File: src/hw/rtl/ffha_pkg.sv
// shared types and codes for the first-fit heap allocator
// no dependencies
package ffha_pkg;

    localparam int KIND_W   = 1;
    localparam int SIZE_W   = 13;
    localparam int OFFS_W   = 13;
    localparam int STATUS_W = 2;

    typedef logic [KIND_W-1:0]   t_kind;
    typedef logic [SIZE_W-1:0]   t_size;
    typedef logic [OFFS_W-1:0]   t_offs;
    typedef logic [STATUS_W-1:0] t_status;

    localparam t_kind KIND_ALLOC = 1'b0;
    localparam t_kind KIND_FREE  = 1'b1;

    localparam t_status ST_OK       = 2'd0;
    localparam t_status ST_NO_SPACE = 2'd1;
    localparam t_status ST_BAD_PTR  = 2'd2;

endpackage

File: src/hw/rtl/ffha_intf.sv
// request and response channel interfaces of the heap allocator
// depends on ffha_pkg
interface ffha_req_if;
    import ffha_pkg::*;
    logic  valid;
    logic  ready;
    t_kind kind;
    t_size request_size;
    t_offs pointer_offset;

    modport source (output valid, kind, request_size, pointer_offset, input ready);
    modport sink   (input valid, kind, request_size, pointer_offset, output ready);
endinterface

interface ffha_rsp_if;
    import ffha_pkg::*;
    logic    valid;
    logic    ready;
    t_status status;
    t_offs   payload_offset;

    modport source (output valid, status, payload_offset, input ready);
    modport sink   (input valid, status, payload_offset, output ready);
endinterface

File: src/hw/rtl/ffha_ctrl.sv
// block chain walker: allocate search and split, free lookup, merge pass
// depends on ffha_pkg and ffha_intf; drives ffha_hdr_ram
module ffha_ctrl #(
    parameter int HEAP_BYTES   = 4096,
    parameter int HEADER_BYTES = 16,
    localparam int AW          = $clog2(HEAP_BYTES)
) (
    input  logic          i_clk,
    input  logic          i_rst_n,
    ffha_req_if.sink      i_req,
    ffha_rsp_if.source    o_rsp,
    output logic          o_mem_we,
    output logic [AW-1:0] o_mem_waddr,
    output logic [AW:0]   o_mem_wdata,
    output logic [AW-1:0] o_mem_raddr,
    input  logic [AW:0]   i_mem_rdata
);
    import ffha_pkg::*;

    localparam int SW = AW + 1;
    localparam int CW = ((AW > OFFS_W) ? AW : OFFS_W) + 2;
    localparam logic [SW-1:0] HEAP_SUM = SW'(HEAP_BYTES);
    localparam logic [SW-1:0] HDR_SUM  = SW'(HEADER_BYTES);
    localparam logic [CW-1:0] HEAP_CMP = CW'(HEAP_BYTES);
    localparam logic [CW-1:0] HDR_CMP  = CW'(HEADER_BYTES);
    localparam logic [AW-1:0] INIT_SIZE = AW'(HEAP_BYTES - HEADER_BYTES);

    localparam logic [3:0] S_INIT   = 4'd0;
    localparam logic [3:0] S_IDLE   = 4'd1;
    localparam logic [3:0] S_ACHK   = 4'd2;
    localparam logic [3:0] S_ASPLIT = 4'd3;
    localparam logic [3:0] S_FCHK   = 4'd4;
    localparam logic [3:0] S_MBEGIN = 4'd5;
    localparam logic [3:0] S_MCUR   = 4'd6;
    localparam logic [3:0] S_MNXT   = 4'd7;
    localparam logic [3:0] S_DONE   = 4'd8;

    logic [3:0]    r_state, n_state;
    t_size         r_req, n_req;
    t_offs         r_ptr, n_ptr;
    logic [SW-1:0] r_h, n_h;
    logic [SW-1:0] r_n, n_n;
    logic [AW-1:0] r_cur_size, n_cur_size;
    logic          r_cur_free, n_cur_free;
    logic          r_dirty, n_dirty;
    logic [AW-1:0] r_split_addr, n_split_addr;
    logic [AW-1:0] r_split_size, n_split_size;
    t_status       r_status, n_status;
    t_offs         r_payload, n_payload;
    logic          r_out_valid, n_out_valid;
    t_status       r_out_status, n_out_status;
    t_offs         r_out_payload, n_out_payload;

    logic          q_free;
    logic [AW-1:0] q_size;
    logic [SW-1:0] walk_next;
    logic [SW-1:0] probe_next;
    logic [SW-1:0] merged_sum;
    logic [SW-1:0] payload_sum;
    logic [SW-1:0] split_sum;
    logic [CW-1:0] req_cmp;
    logic [CW-1:0] size_cmp;
    logic [CW-1:0] ptr_cmp;
    logic [CW-1:0] in_ptr_cmp;
    logic [CW-1:0] pay_cmp;
    logic          accept;
    logic          out_load;

    assign q_free      = i_mem_rdata[AW];
    assign q_size      = i_mem_rdata[AW-1:0];
    assign walk_next   = r_h + HDR_SUM + SW'(q_size);
    assign probe_next  = r_n + HDR_SUM + SW'(q_size);
    assign merged_sum  = SW'(r_cur_size) + HDR_SUM + SW'(q_size);
    assign payload_sum = r_h + HDR_SUM;
    assign split_sum   = r_h + HDR_SUM + SW'(r_req);
    assign req_cmp     = CW'(r_req);
    assign size_cmp    = CW'(q_size);
    assign ptr_cmp     = CW'(r_ptr);
    assign in_ptr_cmp  = CW'(i_req.pointer_offset);
    assign pay_cmp     = CW'(payload_sum);

    assign i_req.ready          = (r_state == S_IDLE);
    assign accept               = i_req.valid && i_req.ready;
    assign o_rsp.valid          = r_out_valid;
    assign o_rsp.status         = r_out_status;
    assign o_rsp.payload_offset = r_out_payload;

    always_comb begin
        n_state      = r_state;
        n_req        = r_req;
        n_ptr        = r_ptr;
        n_h          = r_h;
        n_n          = r_n;
        n_cur_size   = r_cur_size;
        n_cur_free   = r_cur_free;
        n_dirty      = r_dirty;
        n_split_addr = r_split_addr;
        n_split_size = r_split_size;
        n_status     = r_status;
        n_payload    = r_payload;
        out_load     = 1'b0;
        o_mem_we     = 1'b0;
        o_mem_waddr  = r_h[AW-1:0];
        o_mem_wdata  = {r_cur_free, r_cur_size};
        o_mem_raddr  = r_h[AW-1:0];

        unique case (r_state)
            S_INIT: begin
                o_mem_we    = 1'b1;
                o_mem_waddr = '0;
                o_mem_wdata = {1'b1, INIT_SIZE};
                n_state     = S_IDLE;
            end
            S_IDLE: begin
                o_mem_raddr = '0;
                if (accept) begin
                    n_req     = i_req.request_size;
                    n_ptr     = i_req.pointer_offset;
                    n_h       = '0;
                    n_payload = '0;
                    if (i_req.kind == KIND_ALLOC) begin
                        n_status = ST_NO_SPACE;
                        n_state  = S_ACHK;
                    end else begin
                        n_status = ST_BAD_PTR;
                        if (in_ptr_cmp >= HDR_CMP && in_ptr_cmp < HEAP_CMP) begin
                            n_state = S_FCHK;
                        end else begin
                            n_state = S_DONE;
                        end
                    end
                end
            end
            S_ACHK: begin
                if (q_free && size_cmp >= req_cmp) begin
                    n_state = S_DONE;
                    if (size_cmp == req_cmp) begin
                        o_mem_we    = 1'b1;
                        o_mem_wdata = {1'b0, q_size};
                        n_status    = ST_OK;
                        n_payload   = OFFS_W'(payload_sum);
                    end else if (size_cmp > req_cmp + HDR_CMP) begin
                        o_mem_we     = 1'b1;
                        o_mem_wdata  = {1'b0, AW'(r_req)};
                        n_split_addr = split_sum[AW-1:0];
                        n_split_size = q_size - AW'(r_req) - AW'(HEADER_BYTES);
                        n_status     = ST_OK;
                        n_payload    = OFFS_W'(payload_sum);
                        n_state      = S_ASPLIT;
                    end
                end else if (walk_next >= HEAP_SUM) begin
                    n_state = S_DONE;
                end else begin
                    n_h         = walk_next;
                    o_mem_raddr = walk_next[AW-1:0];
                end
            end
            S_ASPLIT: begin
                o_mem_we    = 1'b1;
                o_mem_waddr = r_split_addr;
                o_mem_wdata = {1'b1, r_split_size};
                n_state     = S_DONE;
            end
            S_FCHK: begin
                if (pay_cmp == ptr_cmp) begin
                    o_mem_we    = 1'b1;
                    o_mem_wdata = {1'b1, q_size};
                    n_status    = ST_OK;
                    n_state     = S_MBEGIN;
                end else if (pay_cmp > ptr_cmp || walk_next >= HEAP_SUM) begin
                    n_state = S_DONE;
                end else begin
                    n_h         = walk_next;
                    o_mem_raddr = walk_next[AW-1:0];
                end
            end
            S_MBEGIN: begin
                o_mem_raddr = '0;
                n_h         = '0;
                n_state     = S_MCUR;
            end
            S_MCUR: begin
                n_cur_free = q_free;
                n_cur_size = q_size;
                n_dirty    = 1'b0;
                if (walk_next >= HEAP_SUM) begin
                    n_state = S_DONE;
                end else begin
                    n_n         = walk_next;
                    o_mem_raddr = walk_next[AW-1:0];
                    n_state     = S_MNXT;
                end
            end
            S_MNXT: begin
                o_mem_raddr = probe_next[AW-1:0];
                if (r_cur_free && q_free) begin
                    n_cur_size = merged_sum[AW-1:0];
                    n_dirty    = 1'b1;
                    if (probe_next >= HEAP_SUM) begin
                        o_mem_we    = 1'b1;
                        o_mem_wdata = {r_cur_free, merged_sum[AW-1:0]};
                        n_state     = S_DONE;
                    end else begin
                        n_n = probe_next;
                    end
                end else begin
                    o_mem_we   = r_dirty;
                    n_h        = r_n;
                    n_cur_free = q_free;
                    n_cur_size = q_size;
                    n_dirty    = 1'b0;
                    if (probe_next >= HEAP_SUM) begin
                        n_state = S_DONE;
                    end else begin
                        n_n = probe_next;
                    end
                end
            end
            S_DONE: begin
                if (!r_out_valid || o_rsp.ready) begin
                    out_load = 1'b1;
                    n_state  = S_IDLE;
                end
            end
            default: begin
                n_state = S_INIT;
            end
        endcase
    end

    always_comb begin
        n_out_valid   = r_out_valid && !o_rsp.ready;
        n_out_status  = r_out_status;
        n_out_payload = r_out_payload;
        if (out_load) begin
            n_out_valid   = 1'b1;
            n_out_status  = r_status;
            n_out_payload = r_payload;
        end
    end

    always_ff @(posedge i_clk) begin
        if (!i_rst_n) begin
            r_state     <= S_INIT;
            r_out_valid <= 1'b0;
        end else begin
            r_state     <= n_state;
            r_out_valid <= n_out_valid;
        end
    end

    always_ff @(posedge i_clk) begin
        r_req         <= n_req;
        r_ptr         <= n_ptr;
        r_h           <= n_h;
        r_n           <= n_n;
        r_cur_size    <= n_cur_size;
        r_cur_free    <= n_cur_free;
        r_dirty       <= n_dirty;
        r_split_addr  <= n_split_addr;
        r_split_size  <= n_split_size;
        r_status      <= n_status;
        r_payload     <= n_payload;
        r_out_status  <= n_out_status;
        r_out_payload <= n_out_payload;
    end

endmodule

File: src/flat_wrapper.sv
// flat-port wrapper written by rule: the top's interface ports become plain ports
module ffha_ctrl_flat import ffha_pkg::*;
#(
    parameter int HEAP_BYTES   = 4096,
    parameter int HEADER_BYTES = 16,
    localparam int AW          = $clog2(HEAP_BYTES)
)
  (i_clk, i_rst_n, o_mem_we, o_mem_waddr, o_mem_wdata, o_mem_raddr, i_mem_rdata, i_req_valid, i_req_kind, i_req_request_size, i_req_pointer_offset, i_req_ready, o_rsp_valid, o_rsp_status, o_rsp_payload_offset, o_rsp_ready);
  ffha_req_if i_req_i ();
  ffha_rsp_if o_rsp_i ();
  input  logic i_clk;
  input  logic i_rst_n;
  output logic o_mem_we;
  output logic [AW-1:0] o_mem_waddr;
  output logic [AW:0] o_mem_wdata;
  output logic [AW-1:0] o_mem_raddr;
  input  logic [AW:0] i_mem_rdata;
  input wire logic [$bits(i_req_i.valid)-1:0] i_req_valid;
  input wire logic [$bits(i_req_i.kind)-1:0] i_req_kind;
  input wire logic [$bits(i_req_i.request_size)-1:0] i_req_request_size;
  input wire logic [$bits(i_req_i.pointer_offset)-1:0] i_req_pointer_offset;
  output wire logic [$bits(i_req_i.ready)-1:0] i_req_ready;
  output wire logic [$bits(o_rsp_i.valid)-1:0] o_rsp_valid;
  output wire logic [$bits(o_rsp_i.status)-1:0] o_rsp_status;
  output wire logic [$bits(o_rsp_i.payload_offset)-1:0] o_rsp_payload_offset;
  input wire logic [$bits(o_rsp_i.ready)-1:0] o_rsp_ready;
  assign i_req_i.valid = i_req_valid;
  assign i_req_i.kind = i_req_kind;
  assign i_req_i.request_size = i_req_request_size;
  assign i_req_i.pointer_offset = i_req_pointer_offset;
  assign i_req_ready = i_req_i.ready;
  assign o_rsp_valid = o_rsp_i.valid;
  assign o_rsp_status = o_rsp_i.status;
  assign o_rsp_payload_offset = o_rsp_i.payload_offset;
  assign o_rsp_i.ready = o_rsp_ready;
  ffha_ctrl #(.HEAP_BYTES(HEAP_BYTES), .HEADER_BYTES(HEADER_BYTES)) u_core (.i_clk(i_clk), .i_rst_n(i_rst_n), .i_req(i_req_i), .o_rsp(o_rsp_i), .o_mem_we(o_mem_we), .o_mem_waddr(o_mem_waddr), .o_mem_wdata(o_mem_wdata), .o_mem_raddr(o_mem_raddr), .i_mem_rdata(i_mem_rdata));
endmodule
File: config.mk
export PLATFORM = sky130hd
export DESIGN_NAME = ffha_ctrl_flat
export DESIGN_NICKNAME = d
export VERILOG_FILES = /design/src/hw/rtl/ffha_pkg.sv /design/src/hw/rtl/ffha_intf.sv /design/src/hw/rtl/ffha_ctrl.sv /design/src/flat_wrapper.sv
export SDC_FILE = /design/constraint.sdc
export NUM_CORES = 1
export LEC_CHECK = 0
export BUFFER_PORTS_ARGS = -buffer_cell sky130_fd_sc_hd__buf_2
export CAP_MARGIN = 20
export CORE_MARGIN = 1.5
export CORE_UTILIZATION = 60
export DETAILED_ROUTE_END_ITERATION = 7
export PLACE_DENSITY = 0.81
export SETUP_SLACK_MARGIN = 0.05
export SLEW_MARGIN = 20
export SYNTH_ARGS = -nofsm -noshare
export SYNTH_HDL_FRONTEND = slang
export SYNTH_SLANG_ARGS = --single-unit
File: constraint.sdc
create_clock -name i_clk -period 6.7 [get_ports i_clk]
set_input_delay 1.34 -clock i_clk [delete_from_list [all_inputs] [get_ports i_clk]]
set_output_delay 1.34 -clock i_clk [all_outputs]
set_load 0.05 [all_outputs]
# ---- Yosys cells after proc, flatten, opt, wreduce, memory -nomap -nowiden
# Cells that the tools add are included.
dict set report op_classes {
  addsub 10
  magnitude_cmp 7
  n_eq_ne 25
  n_mux 62
  bitwise 1
  n_reduce_logical 24
}
# operator n
set op_table {}
lappend op_table {{$mux W13} 14}
lappend op_table {{$pmux W13 S5} 2}
lappend op_table {{$mux W12} 7}
lappend op_table {{$pmux W12 S5} 1}
lappend op_table {{$pmux W13 S2} 2}
lappend op_table {{$mux W4} 12}
lappend op_table {{$pmux W12 S2} 2}
lappend op_table {{$pmux W4 S9} 1}
lappend op_table {{$add A13 B12 Y13} 2}
lappend op_table {{$add A13 B5 Y13 const B} 2}
lappend op_table {{$ge A13 B13 Y1 const B} 2}
lappend op_table {{$add A12 B12 Y12} 2}
lappend op_table {{$eq A4 B3 Y1 const B} 4}
lappend op_table {{$ne A2 B2 Y1 const B} 8}
lappend op_table {{$gt A12 B15 Y1} 1}
lappend op_table {{$add A13 B5 Y14 const B} 1}
lappend op_table {{$eq A12 B13 Y1} 1}
lappend op_table {{$eq A13 B13 Y1} 1}
lappend op_table {{$ge A12 B13 Y1} 1}
lappend op_table {{$ge A13 B5 Y1 const B} 1}
lappend op_table {{$gt A13 B13 Y1} 1}
lappend op_table {{$lt A13 B13 Y1 const B} 1}
lappend op_table {{$add A12 B5 Y12 const B} 1}
lappend op_table {{$mux W2} 6}
lappend op_table {{other kinds (25)} 53}
dict set report word_totals {
  register_bits 125
  word_cells 144
}

# ---- Depth between registers and ports, before layout
dict set report depth {
  ltp_word 7
  ltp_mapped 15
  mapped_depth_nobuf 14
}

# ---- Worst setup path before layout
# Ideal clock, no wire load.
dict set report synth_timing {
  kind {input port to output port}
  start {input i_mem_rdata[1]}
  end {output o_mem_wdata[4]}
  arrival_time_ns 5.125
  required_ns 5.360
  slack_ns 0.235
  cell_stages 11
  path_buffers 1
  path_cell_list {ha_1 -> inv_1 -> fa_1 -> a2111oi_1 -> nor3_1 -> or2_1 -> buf_6 -> nor3_4 -> a221o_1 -> a221oi_1 -> a211oi_1}
}
dict set report synth_via {
  elab_chain_len 5
  elab_cells_between_ends 13
  classes_between {add/sub (2); order compare (3); eq/ne (1); mux (6); reduce/logical (1)}
}
# element line_no
set synth_rtl {}
lappend synth_rtl {{from (decl)} flat_wrapper.sv:17} ;# input logic [AW:0] i_mem_rdata;
lappend synth_rtl {{$add A13 B12 Y13 or $gt A12 B15 Y1 (tied branches)} {ffha_ctrl.sv:72, ffha_ctrl.sv:142}}
lappend synth_rtl {{$ge A13 B13 Y1 or $mux W13 (tied branches)} {ffha_ctrl.sv:199, ffha_ctrl.sv:142}}
lappend synth_rtl {{$mux W12 or $mux W13 (tied branches)} {ffha_ctrl.sv:199, ffha_ctrl.sv:137}}
lappend synth_rtl {{$mux W12 or $mux W13 (tied branches)} {ffha_ctrl.sv:196, ffha_ctrl.sv:135}}
lappend synth_rtl {{$pmux W13 S5 *} ffha_ctrl.sv:107} ;# unique case (r_state)
lappend synth_rtl {{to (decl)} flat_wrapper.sv:15} ;# output logic [AW:0] o_mem_wdata;
# Every way passes the cells marked *; elsewhere a longest branch is shown, timed or not.

# ---- Final worst setup path
dict set report layout_timing {
  start {register u_core.r_h[4]}
  end {output o_mem_wdata[4]}
}
dict set report layout_via {
  elab_chain_len 4
}
# element line_no
set layout_rtl {}
lappend layout_rtl {{from (decl)} ffha_ctrl.sv:41} ;# logic [SW-1:0] r_h, n_h;
lappend layout_rtl {{from (signal assigned)} ffha_ctrl.sv:255} ;# r_h <= n_h;
lappend layout_rtl {{$add A13 B5 Y13} ffha_ctrl.sv:74} ;# assign payload_sum = r_h + HDR_SUM;
lappend layout_rtl {{via u_core.payload_sum[10]} ffha_ctrl.sv:59} ;# logic [SW-1:0] payload_sum;
lappend layout_rtl {{$eq A13 B13 Y1} ffha_ctrl.sv:165} ;# if (pay_cmp == ptr_cmp) begin
lappend layout_rtl {{$mux W13} ffha_ctrl.sv:165}
lappend layout_rtl {{$pmux W13 S5} ffha_ctrl.sv:107}
# The timed path passes the listed nets, and every way through them passes these cells.

==> results.md <==
- Outcome: finished, final reports clean
- CP max FO: 6
- Final non-filler cell total: 1,348
- Final GP Congestion: 0.967
- Pint: 2.92 mW
- Routed WL: 27,700 um
- Synth async-reset ratio: 0%
- Post-layout util: 70.5%
- Total power: 5.89 mW
- Number of synthesized flops with an enable pin: 120
- Final Hold Viols: 0
- Global-route wire length before repair: 43,400 um
- NetSw: 2.97 mW
- CP required: 5.36 ns
- DRT antenna net count: 0
- Relative slew slack: 29.2%
- Max-slew violations: 0
- TritonCTS clock tree: built
- Worst path cell trace: ha_1 > nand3_2 > nor2_1 > xor2_1 > ha_1 > nand4_1 > or4_1 > and2_1 > nor2_1 > o21ai_0 > a221oi_1 > a211oi_1 > buf_2
- Clock sink count: 125
- Gr usage total: 32.3%
- Drt pass-1 iters: 6
- Setup TNS: 0 ns
- Buffers & Inverters on Critical Path: 1
- CTS HTree Levels: 4
- Starting Density: 61.9%
- Die Span X: 131 um
- Setup Buffers After CTS: 0
- Total core area: 16,000 um^2
- Placed Area: 10,700 um^2
- IO buf count: 98
- Finish-stage setup viols: 0
- Mapped Avg Cell Area: 9.78 um^2
- Largest net degree at the start of global routing: 33
- # nets final: 1,290
- Max-cap viol count: 0
- Cell Area, Synth: 9900 um^2
- CP startpoint kind: flip-flop
- Worst r2r src: u_core.r_h[4]
- Dpl hpwl: 20,800 um
- Worst Skew: 0.0116 ns
- Sw frac: 50.4%
- Clk_lat worst skew: 0.43 ns
- Slowest cell on the critical path: or4_1
- Comb pwr share: 61.0%
- Worst-Margin Slew: 1.06 ns
- Layout area overhead: 13.9%
- Kind of critical path: flip-flop to output pin
- Period utilization: 93.8%
- FP Rows: 46
- Post-CTS Resized: 0
- Tmin final: 6.28 ns
- Clock root cell: clkbuf_16
- Most common flop cell mapped by yosys: edfxtp_1
- Proportion of layout cells with a drive suffix above 1: 15.5%
- Worst path top cell family by delay: simple AND/OR/NAND/NOR gates
- RSZ-0062 raised after global routing: false
- Total die area: 17,300 um^2
- Routed length per instance: 20.5 um
- Hold-fix buffers, CTS: 0
- Post-synthesis sequential area ratio: 37.4%
- Clock Path Buffers: 2
- Crit path DAT: 4.94 ns
- Post-Syn Nets: 1,184
- GRT overflow: 0
- Crit. Startpoint: u_core.r_h[4]
- Fmax: 159 MHz
- Vias in the first global route: 8,157
- I/O pin cnt: 99
- Finished layout cell area: 11,300 um^2
- Crit. End Element: output pin
- CTS Buf Count: 17
- Yosys warning count: 0
- Seq cells post-synth: 125
- Clock Power Share: 16.1%
- Max stage delay on crit path: 0.64 ns
- Diode count: 0
- Peak supply drop: 0.401 mV
- Mapped Cells: 1,013
- Hold Path Class: flip-flop to flip-flop
- Power Dens Cells: 522 nW/um^2
- Hold_sp: u_core.r_payload[10]
- Antenna violations before repair: 1
- Sequential power share: 23.0%
- Via count: 8,562
- Filler cell count: 1,278
- DRC errors left: 0
- Clk slew on worst S/H paths: 0.05 ns
- Die Y: 131 um
- Placed cells: 1,316
- Drt initial violations: 853
- Via density: 6.35
- Static Leak: 4.83 nW
- Library cells used by synthesis: 84
[area by class of cell]
cell class	count	area, um^2	share of cell area [%]
multi-input cells	762	5730	50.8
flip-flops and latches	125	3700	32.8
repair buffers	113	603	5.35
clock buffers	18	429	3.81
inverters	100	375	3.33
well taps	216	270	2.40
clock inverters	14	169	1.50
[worst paths after layout]
check | endpoint | slack, ns | cells after the start
setup / recovery | o_mem_wdata[4] | 0.42 | 13
hold / removal | u_core.o_rsp.payload_offset[10] | 0.42 | 0
setup reg to reg | u_core.r_status[0] | 2.13 | 11
hold reg to reg | u_core.o_rsp.payload_offset[10] | 0.42 | 0
[cells in the mapped netlist, types with 19 or more instances]
library cell,count,share of area (%)
a21o_1,20,1.5
a21oi_1,65,3.3
a221o_1,19,1.9
a22o_1,24,2.1
clkbuf_1,19,0.72
edfxtp_1,120,36
ha_1,119,15
inv_1,100,3.8
nand2_1,75,2.8
nand3_1,22,1.1
nor2_1,77,2.9
nor2b_1,20,1.3
nor3_1,25,1.3
o21ai_0,56,2.8
xnor2_1,39,3.4
[sequential cells by signal, indices dropped and copies added, names as in the netlist]
signal and count:
u_core.o_rsp.status 2, u_core.o_rsp.valid 1, u_core.r_split_addr 12, u_core.r_payload 13
u_core.r_h 13, u_core.r_cur_size 12, u_core.r_state 4, u_core.r_ptr 13
u_core.r_status 2, u_core.r_req 13, u_core.r_n 13, u_core.r_split_size 12
u_core.r_cur_free 1, u_core.r_dirty 1, u_core.o_rsp.payload_offset 13
[layer usage]
metal,GRT usage [%],vias up,share of wire [%]
li1,-,3991,-
met5,0,-,0
met1,42.1,4025,40
met2,52.2,471,47
met4,15.3,0,3.8
met3,6.13,75,9.1
[cells in the final DEF (no fill, tap or decap), types with 4 or more instances in the layout]
master     instances
edfxtp_1         120
ha_1             119
inv_1             99
buf_2             98
nor2_1            76
nand2_1           75
a21oi_1           64
o21ai_0           56
xnor2_1           39
nor3_1            24
a22o_1            24
nand3_1           22
a21o_1            20
nor2b_1           19
a221o_1           19
clkbuf_16         17
xor2_1            16
buf_4             15
o21a_1            12
nand4_1            9
a211oi_1           9
and2_1             8
and3_1             8
a31oi_1            8
fa_1               8
a221oi_1           7
o41ai_1            7
nand2b_1           7
and4_1             6
nor4_1             6
o31ai_1            5
o211ai_1           5
dfxtp_1            5
a21boi_0           4
nand3b_1           4
[worst reg2reg max path: cells and delay by family, from the launching register on]
| kind | cells | cell delay [ns] |
|---|---|---|
| fa+ha+maj | 2 | 0.55 |
| flops | 1 | 0.61 |
| compound gates | 2 | 0.84 |
| simple gates | 6 | 1.80 |
| xor+xnor | 1 | 0.45 |
[metrics by stage]
| stage | setup slack (ns) | hold slack [ns] |
|---|---|---|
| after global routing | 0.221 | 0.420 |
| after global placement | 0.907 | 0.401 |
| after detailed placement | 0.801 | 0.405 |
| final | 0.416 | 0.418 |
| after floorplan | 0.235 | 0.400 |
| after CTS | 0.519 | 0.418 |
[power by group through the flow]
stage / registers, mW / logic [mW] / clock network [mW]
finish: 1.35 / 3.59 / 0.945
global route: 1.36 / 3.85 / 0.982
CTS: 1.34 / 3.55 / 0.949
detailed placement: 1.35 / 3.51 / 0
global placement: 1.35 / 3.47 / 0
floorplan: 1.31 / 2.68 / 0
[kinds of logic after synthesis]
| group | Yosys count | share of synthesized area [%] |
|---|---|---|
| xor+xnor | 56 | 5.03 |
| buf+inv | 126 | 4.98 |
| fa+ha+maj | 127 | 16.7 |
| flops | 125 | 37.4 |
| simple gates | 292 | 15.0 |
| mux | 3 | 0.316 |
| compound gates | 284 | 20.7 |
No activity file was read; power rests on OpenSTA's default activity.
